**config.mk**
```make
export PLATFORM = sky130hd
export DESIGN_NAME = hcm_div
export DESIGN_NICKNAME = d
export VERILOG_FILES = /design/src/hcm_pkg.sv /design/src/hcm_div.sv
export SDC_FILE = /design/constraint.sdc
export NUM_CORES = 1
export LEC_CHECK = 0
export BUFFER_PORTS_ARGS = -buffer_cell sky130_fd_sc_hd__buf_2
export CAP_MARGIN = 20
export CORE_UTILIZATION = 40
export DETAILED_ROUTE_END_ITERATION = 10
export PLACE_DENSITY_LB_ADDON = 0.25
export SLEW_MARGIN = 20
export SYNTH_ARGS = -nofsm -noshare
export SYNTH_HDL_FRONTEND = slang
export SYNTH_SLANG_ARGS = --single-unit
export TNS_END_PERCENT = 30
```
**constraint.sdc**
```tcl
create_clock -name clk -period 5 [get_ports clk]
set_input_delay 0.5 -clock clk [delete_from_list [all_inputs] [get_ports clk]]
set_output_delay 0.5 -clock clk [all_outputs]
set_load 0.03 [all_outputs]
```
**src/hcm_pkg.sv**
```systemverilog
// Shared constants, types and codes of the hash containment matcher.
`default_nettype none
package hcm_pkg;
	localparam int PAIR_DEPTH     = 4096;
	localparam int BLOCK_DEPTH    = 256;
	localparam int POOL_DEPTH     = 4096;
	localparam int BITMAP_MAX_LOG = 16;
	localparam int MAX_HASHES     = 128;
	localparam int BM_MIN_LOG     = 12;
	localparam int BM_WORD        = 16;
	localparam int BM_AW          = BITMAP_MAX_LOG - 4;
	localparam int PAIR_AW        = 12;
	localparam int BLOCK_AW       = 8;
	localparam int POOL_AW        = 12;
	localparam int NUM_W          = 15;
	localparam int DEN_W          = 8;

	typedef enum logic [2:0] {
		OP_LOAD_BLOCK = 3'd0,
		OP_LOAD_PAIR  = 3'd1,
		OP_BEGIN_OBJ  = 3'd2,
		OP_CREDIT     = 3'd3,
		OP_QUERY      = 3'd4
	} op_t;

	typedef enum logic [1:0] {
		REG_ALL_REGIONS = 2'd0,
		REG_BITMAP_BITS = 2'd1,
		REG_PAIR_COUNT  = 2'd2,
		REG_BLOCK_COUNT = 2'd3
	} reg_idx_t;

	typedef struct packed {
		logic [31:0] hash;
		logic [7:0]  blk;
		logic [6:0]  slot;
	} pair_ent_t;

	typedef struct packed {
		logic [11:0] start;
		logic [7:0]  len;
		logic [2:0]  norm;
		logic [31:0] region;
	} blk_ent_t;

	typedef struct packed {
		logic             go;
		logic [NUM_W-1:0] num;
		logic [DEN_W-1:0] den;
	} div_req_t;

	typedef struct packed {
		logic             done;
		logic [NUM_W-1:0] quo;
	} div_rsp_t;
endpackage
`default_nettype wire

```
**src/hcm_div.sv**
```systemverilog
// Restoring divider, one quotient bit per cycle.
`default_nettype none
module hcm_div (
	input  wire logic              clk,
	input  wire logic              arst_n,
	input  wire hcm_pkg::div_req_t req,
	output hcm_pkg::div_rsp_t      rsp
);
	import hcm_pkg::*;

	logic             run_q;
	logic [3:0]       cnt_q;
	logic [DEN_W:0]   rem_q;
	logic [NUM_W-1:0] quo_q;
	logic [DEN_W-1:0] den_q;
	logic             done_q;
	logic [DEN_W:0]   rem_sh;
	logic             fits;

	assign rem_sh = {rem_q[DEN_W-1:0], quo_q[NUM_W-1]};
	assign fits   = rem_sh >= {1'b0, den_q};

	always_ff @(posedge clk or negedge arst_n) begin
		if (!arst_n) begin
			run_q  <= 1'b0;
			cnt_q  <= '0;
			done_q <= 1'b0;
		end else begin
			done_q <= 1'b0;
			if (req.go) begin
				run_q <= 1'b1;
				cnt_q <= '0;
			end else if (run_q) begin
				cnt_q <= cnt_q + 4'd1;
				if (cnt_q == 4'(NUM_W - 1)) begin
					run_q  <= 1'b0;
					done_q <= 1'b1;
				end
			end
		end
	end

	always_ff @(posedge clk) begin
		if (req.go) begin
			rem_q <= '0;
			quo_q <= req.num;
			den_q <= req.den;
		end else if (run_q) begin
			rem_q <= fits ? rem_sh - {1'b0, den_q} : rem_sh;
			quo_q <= {quo_q[NUM_W-2:0], fits};
		end
	end

	assign rsp.done = done_q;
	assign rsp.quo  = quo_q;
endmodule
`default_nettype wire

```
---- Word level (Yosys, flattened, before mapping) ----
Index checks and enable logic that the tools add are counted.
cells by class
  equal/unequal tests ..................... 1
  shift-type cells ........................ 0
  div/mod/pow operators ................... 0
  add/sub/neg operators ................... 2
  multiplexer cells ....................... 11
  multiply operators ...................... 0
  order comparisons ....................... 1
  reduce and logical (&&, ||, !) cells .... 1
  bitwise gates (word level) .............. 0
operators with widths
  kind                   number
  $mux W15               2
  $ge A9 B8 Y1           1
  $mux W4                2
  $mux W8                1
  $sub A8 B8 Y8          1
  $mux W1                6
  $add A4 B1 Y4 const B  1
  $eq A4 B4 Y1 const B   1
  $reduce_bool A2 Y1     1
word-level totals
  bits in registers ....................... 37
  bits in read-only memories .............. 0
  bits in latches ......................... 0
  input bits .............................. 26
  RAM bits ................................ 0
  memories kept ........................... 0
  logic and storage cells ................. 22

---- Longest topological paths before layout ----
Gate-level depths: netlist (run 1).
  depth in word-level cells ............... 4
  mapped depth ............................ 8
  mapped depth without buffers ............ 8

---- Worst setup path after synthesis (run 1) ----
Ideal clock, no wire load.
  path type ............................... flip-flop to flip-flop
  start ................................... reg quo_q[14]
  end ..................................... reg rem_q[6]
  path slack .............................. 2.722 ns
  stages on the path, launching flop included .. 9
  arrival ................................. 2.187 ns
  buffers on the path ..................... 0
  period minus slack after synthesis ...... 2.278 ns
  cell sequence ........................... edfxtp_1 -> inv_1 -> ha_1 -> fa_1 -> nand2b_1 -> a2111o_1 -> o311ai_0 -> o21ai_0 -> a311oi_1
on the way
  word-level cells in the longest chain between the ends .. 2
ends and longest elaborated chain
  what                                                  line                          RTL
  from (decl)                                           hcm_div.sv:14                 logic [NUM_W-1:0] quo_q;
  from (signal assigned)                                hcm_div.sv:46                 quo_q <= req.num;
  from (signal assigned)                                hcm_div.sv:50                 quo_q <= {quo_q[NUM_W-2:0], fits};
  $sub A8 B8 Y8 / $ge A9 B8 Y1 (equally long branches)  hcm_div.sv:49, hcm_div.sv:21
  $mux W8 *                                             hcm_div.sv:49                 rem_q <= fits ? rem_sh - {1'b0, den_q} : rem_sh;
  to (signal assigned)                                  hcm_div.sv:49
  to (decl)                                             hcm_div.sv:13                 logic [DEN_W:0] rem_q;
Every way passes the cells marked *; elsewhere a longest branch is shown, timed or not.
A chain may end at the register's enable or synchronous reset.

---- Worst setup path after layout (run 1) ----
Ends and elaborated chain as after synthesis.

==> results of run 1 <==
## cell families after synthesis
group | after synthesis
AND/OR/NAND/NOR | 52
AO/OA/AOI/OAI | 38
flip-flops | 37
buffers and inverters | 22
multiplexers | 15
adder cells (fa/ha/maj) | 11
XOR/XNOR | 6
## stage by stage
stage               setup slack (ps)  power (mW)
floorplan                       2720       0.766
global placement                2720       0.875
detailed placement              2680       0.872
CTS                             2700        1.13
global route                    2530        1.21
finish                          2710        1.13
## routing by layer
metal  part of all wire (%)  wire length [um]  vias up
met5                      0                 0        -
met4                    1.7                62        0
met3                    4.3               161        8
met2                     45              1680       41
met1                     49              1830      680
li1                       -                 -      746
## power by group through the flow
stage          combinational (mW)  clock (mW)  sequential (mW)
5_1_grt                     0.497       0.278            0.436
3_3_place_gp                0.440           0            0.435
2_1_floorplan               0.310           0            0.456
3_5_place_dp                0.440           0            0.432
4_1_cts                     0.442       0.263            0.427
6_report                    0.445       0.257            0.427
## synthesized netlist by cell type, drive strengths merged (2+ instances only)
cell type,instances
edfxtp,23
nor2,19
mux2,15
inv,13
ha,10
nand2,10
o21ai,10
nand3,9
dfxtp,8
a21oi,7
dfrtp,6
buf,5
nand2b,4
xnor2,4
a311oi,3
clkbuf,3
o311ai,3
a2111o,2
a211oi,2
a21o,2
and3,2
nand3b,2
nor2b,2
xor2,2
## worst register-to-register path, delay by kind of cell (launching register included)
family	cells	cell delay (ps)
compound gates	4	880
fa+ha+maj	2	660
buf+inv	1	60
flops	1	390
simple gates	1	200
## cells in the final DEF (no fill, tap or decap), drive strengths merged, types with 4 or more instances in the layout
master  netlist  final
o21ai        10     10
a21oi         7      7
edfxtp       23     23
ha           10     10
buf           5     41
xnor2         4      4
clkbuf        3      6
dfrtp         6      6
nor2         19     19
inv          13     13
nand3         9      9
dfxtp         8      8
nand2        10     10
nand2b        4      4
mux2         15     15
## worst min-delay path by stage
stage / to / slack [ps] / cells past startpoint / from
6_report: cnt_q[0] / 10 / 1 / arst_n
5_1_grt: cnt_q[1] / 8 / 1 / arst_n
4_1_cts: cnt_q[0] / 10 / 1 / arst_n
3_5_place_dp: done_q / 330 / 1 / arst_n
3_3_place_gp: done_q / 330 / 1 / arst_n
2_1_floorplan: cnt_q[0] / 200 / 0 / arst_n
## registers in the layout, summed over array words and instances (netlist names)
name	count
run_q	1
done_q	1
cnt_q	4
rem_q	8
quo_q	15
den_q	8
## area by class of cell
cell class	instances	area [um2]
clock inverter	2	38.8
sequential	37	1000
clock buffer	6	72.6
timing repair buffer	41	205
multi-input combinational	122	888
fill	473	2410
inverter	14	52.6
tap	67	83.8
==> results.yml, run 1 <==
clocking:
  cts.repair.resized: 0
  ctsHoldBuffers: 0
  cts-buffers-inserted: 5
  clk_pin_slew_worst_paths_ps: 80
  clk_latency_ps: 290
  cts_tree: "yes"
  cts.sinks: 37
  clk_path_buf_depth: 2
  htree_levels: 2
  post_cts_buffers: 0
  cts-root-buf: "clkbuf_8"
layout:
  finalNonFillerCells: 289
  layout-drive-gt1-share_pct: 29.7
  fin_nets: 258
  fin_util_pct: 49.3
  antenna_cells: 0
  syn_to_final_growth_pct: 18.4
  final_area_um2: 2340
route:
  wl_mm: 3.73
  vias: 1475
  firstDrtPassIters: 4
  vias_per_cell: 5.10
  ant_nets: 0
  wl_per_cell_um: 12.9
  drc_errors: 0
  drt_iter0_markers: 82
global_route:
  grt_start_max_net_pins: 38
  grt_use_total_pct: 16.2
  antenna_found_initial: 0
  grtUsageMet1_pct: 22.5
  grt_use_met3_pct: 4.86
  grt_pass1_wl_mm: 6.41
  grt_use_met2_pct: 23.4
  grt.busiest_layer: "met2"
  first_global_vias: 1368
  grt_overflow_total: 0
setup_path:
  required_ps: 5200
  arrival_ps: 2480
  worstReg2RegEnd: "rem_q[6]"
  path_buf_inv: 1
  critPathKind: "reg2reg"
  r2r_cells: 8
  rrSetupSlack_ps: 2710
  crit_path_end: "rem_q[6]"
  startpoint: "quo_q[14]"
  critPathCaptureType: "flop"
  critical_path.top_delay_family: "compound AO/OA/AOI/OAI gates"
  cpPeakStageDelay_ps: 420
  start_kind: "flop"
  crit_cells: 8
  worstReg2RegStart: "quo_q[14]"
  cp_slowest_cell: "fa_1"
  worst-path-max-fanout: 4
  crit_chain: "inv_1 > ha_1 > fa_1 > nand2b_1 > a2111o_1 > o311ai_0 > o21ai_0 > a311oi_1"
sta:
  finalHoldViolCount: 0
  setup_viol: 0
  tightest_slew_ps: 765
  rsz0062_at_grt: "false"
  final_max_slew_viol_count: 0
  setup_tns_ps: 0
  holdWs_ps: 13.6
  fin_crit_sh_pct: 45.7
  timing.fmax_mhz: 438
  finClkSkew_ps: 9.65
  slew_headroom_pct: 48.6
  timing.final.crit_period_ps: 2290
synth:
  synth_compound_area_share_pct: 13.8
  synth-seq-area-share_pct: 50.6
  yosys-top-cells-area: "edfxtp_1, mux2_2, dfxtp_1, dfrtp_1, ha_1"
  ys_ff_latch: 37
  synth_adder_area_share_pct: 7.34
  syn-mean-instance-area_um2: 10.9
  synth_top_area_share_pct: 34.9
  netlist_instances: 181
  synthSimpleGateAreaFrac_pct: 12.6
  yosysWarningCount: 0
  synth_top_family_by_area: "compound AO/OA/AOI/OAI gates"
  yosysTopAreaCell: "edfxtp_1"
  synthMuxAreaShare_pct: 8.54
  synth_nets: 218
  synth_edf_count: 23
  syn-cell-area_um2: 1980
  synth.distinct_cells: 45
  synth_xor_xnor_area_share_pct: 2.66
  synth-main-ff-cell: "edfxtp_1"
  synthArstFlopShare_pct: 16.2
placement:
  place_congestion: 0.775
  dp_cells: 281
  portBuffers: 41
  placed_cell_area_um2: 2230
  hpwlAfterDp_mm: 2.70
pwr:
  p_seq_share_pct: 37.8
  power_frac_comb_pct: 39.4
  peakVddDrop_v: 0.000214
  internal_power_mw: 0.721
  p_per_area_nw_per_um2: 482
  clkPwrFrac_pct: 22.8
  switching_share_pct: 36.2
  p_leak_nw: 1.02
  p_sw_mw: 0.409
die:
  die-area_um2: 5230
  ioPinCount: 42
  rows: 25
  die_w_um: 72.3
  start_util_pct: 41.6
  dieHeight_um: 72.3
  core_area_um2: 4750
hold_path:
  hold_path.class: "in2async"
job:
  cap_violations: 0
status:
  status: "finished clean"
Note: power is estimated with default switching activity, not from simulation.
==> run 2: changes to the inputs <==
Clock period 5 ns to 2.1 ns, I/O delays scaled along.
==> run 2 against run 1 <==
Compared with the run above: die area is the same; hold slack gained 67 ps; sequential cell count is the same; non-clock buffer count grew 15; power grew 150%.
==> results.yml, run 2 (synthesized netlist as in run 1, its figures left out) <==
sta:
  timing.final.crit_period_ps: 2060
  slew_headroom_pct: 75.1
  finalHoldViolCount: 0
  final_max_slew_viol_count: 0
  timing.fmax_mhz: 485
  setup_tns_ps: 0
  finClkSkew_ps: 7.39
  rsz0062_at_grt: "true"
  tightest_slew_ps: 370
  fin_crit_sh_pct: 98.3
  setup_viol: 0
setup_path:
  critPathCaptureType: "flop"
  cp_slowest_cell: "edfxtp_1"
  arrival_ps: 2270
  critPathKind: "reg2reg"
  cpPeakStageDelay_ps: 400
  worst-path-max-fanout: 4
  crit_chain: "inv_2 > ha_4 > fa_2 > nand2b_4 > a2111o_1 > o311ai_2 > o21ai_1 > a311oi_1"
  start_kind: "flop"
  required_ps: 2300
status:
  status: "finished clean"
hold_path:
  hold_path.class: "in2reg"
clocking:
  clk_pin_slew_worst_paths_ps: 80
  htree_levels: 2
  cts-buffers-inserted: 5
  cts.sinks: 37
  clk_latency_ps: 300
  clk_path_buf_depth: 2
  cts-root-buf: "clkbuf_8"
  cts_tree: "yes"
job:
  cap_violations: 0
route:
  vias_per_cell: 5.16
  wl_mm: 4.40
  firstDrtPassIters: 5
  drt_iter0_markers: 114
  vias: 1568
  wl_per_cell_um: 14.5
  drc_errors: 0
  ant_nets: 0
placement:
  place_congestion: 0.818
  portBuffers: 41
  hpwlAfterDp_mm: 3.14
layout:
  antenna_cells: 0
  layout_commonest_cell: "buf_2"
  layout_common_cells: "buf_2, edfxtp_1, nor2_1"
  largest_reg_flops: 15
  top_regs: "quo_q x15, den_q x8, rem_q x8"
  layout-drive-gt1-share_pct: 37.6
  syn_to_final_growth_pct: 25.5
  fin_nets: 273
  regMostFlops: "quo_q"
global_route:
  grt_use_total_pct: 18.6
  grt_pass1_wl_mm: 7.27
  first_global_vias: 1573
  antenna_found_initial: 0
  grt_start_max_net_pins: 23
  grt_overflow_total: 0
pwr:
  power_mw: 2.82
  p_leak_nw: 1.09
  peakVddDrop_v: 0.000559
  p_per_area_nw_per_um2: 1140
die:
  die_w_um: 72.3
  core_area_um2: 4750
  start_util_pct: 41.6
  dieHeight_um: 72.3
  ioPinCount: 42
  die-area_um2: 5230
  rows: 25
[run 2: cell types whose count changed in the layout (fill, tap and decap cells not counted), moves of 2 or more]
cell      delta
a21oi_2      +2
a21oi_1      -2
o311ai_2     +2
buf_4       +14
[run 2: metal layers]
layer	global-route usage (%)	wire length, um
met3	5.97	246
met1	24.6	2020
met5	0	0
met4	6.75	77
met2	28.6	2050
[run 2: critical path: cells and delay by family (launching register included)]
family | cells | cell delay (ps)
buffers and inverters | 1 | 60
adder cells (fa/ha/maj) | 2 | 520
AO/OA/AOI/OAI | 4 | 840
flip-flops | 1 | 400
AND/OR/NAND/NOR | 1 | 160
[run 2: cell type report]
class	instances	area (um2)
Clock inverter	3	17.5
Tap cell	67	83.8
Clock buffer	5	68.8
Inverter	14	52.6
Timing Repair Buffer	56	320
Multi-Input combinational cell	122	938
Fill cell	455	2270
Sequential cell	37	1000
[run 2: per-stage QoR]
stage	setup slack [ps]	util [%]	std cells	hold slack, ps	area (um2)
6_report	36.5	52.2	304	80.7	2480
5_1_grt	-48.3	52.2	304	69.4	2480
4_1_cts	16.9	51.5	303	74.4	2450
3_5_place_dp	-27.1	49.3	293	40.5	2340
3_3_place_gp	63.5	49.3	293	42.3	2340
2_1_floorplan	-13.1	-	181	-85.6	2000
[run 2: worst paths after layout]
check,start,to,slack (ps),cells past startpoint
worst max register to register,quo_q[14],rem_q[6],40,8
worst min register to register,rem_q[6],rem_q[6],510,2
worst min-delay path,req[0],den_q[0],80,1
worst max-delay path,quo_q[14],rem_q[6],40,8
min in group asynchronous,arst_n,cnt_q[2],260,2
max in group asynchronous,arst_n,run_q,1700,2
[run 2: repair_timing]
action	4_1_cts	5_1_grt
cloned	0	0
endpoints found under the setup margin	1	6
hold buffers	1	0
buffers inserted	1	1
endpoints found under the hold margin	6	0
pin swaps	1	1
resized for setup	1	5
[run 2: report_power, final]
group,internal (mW),switching (mW)
sequential,0.917,0.0979
clock,0.229,0.268
combinational,0.594,0.713
total,1.74,1.08
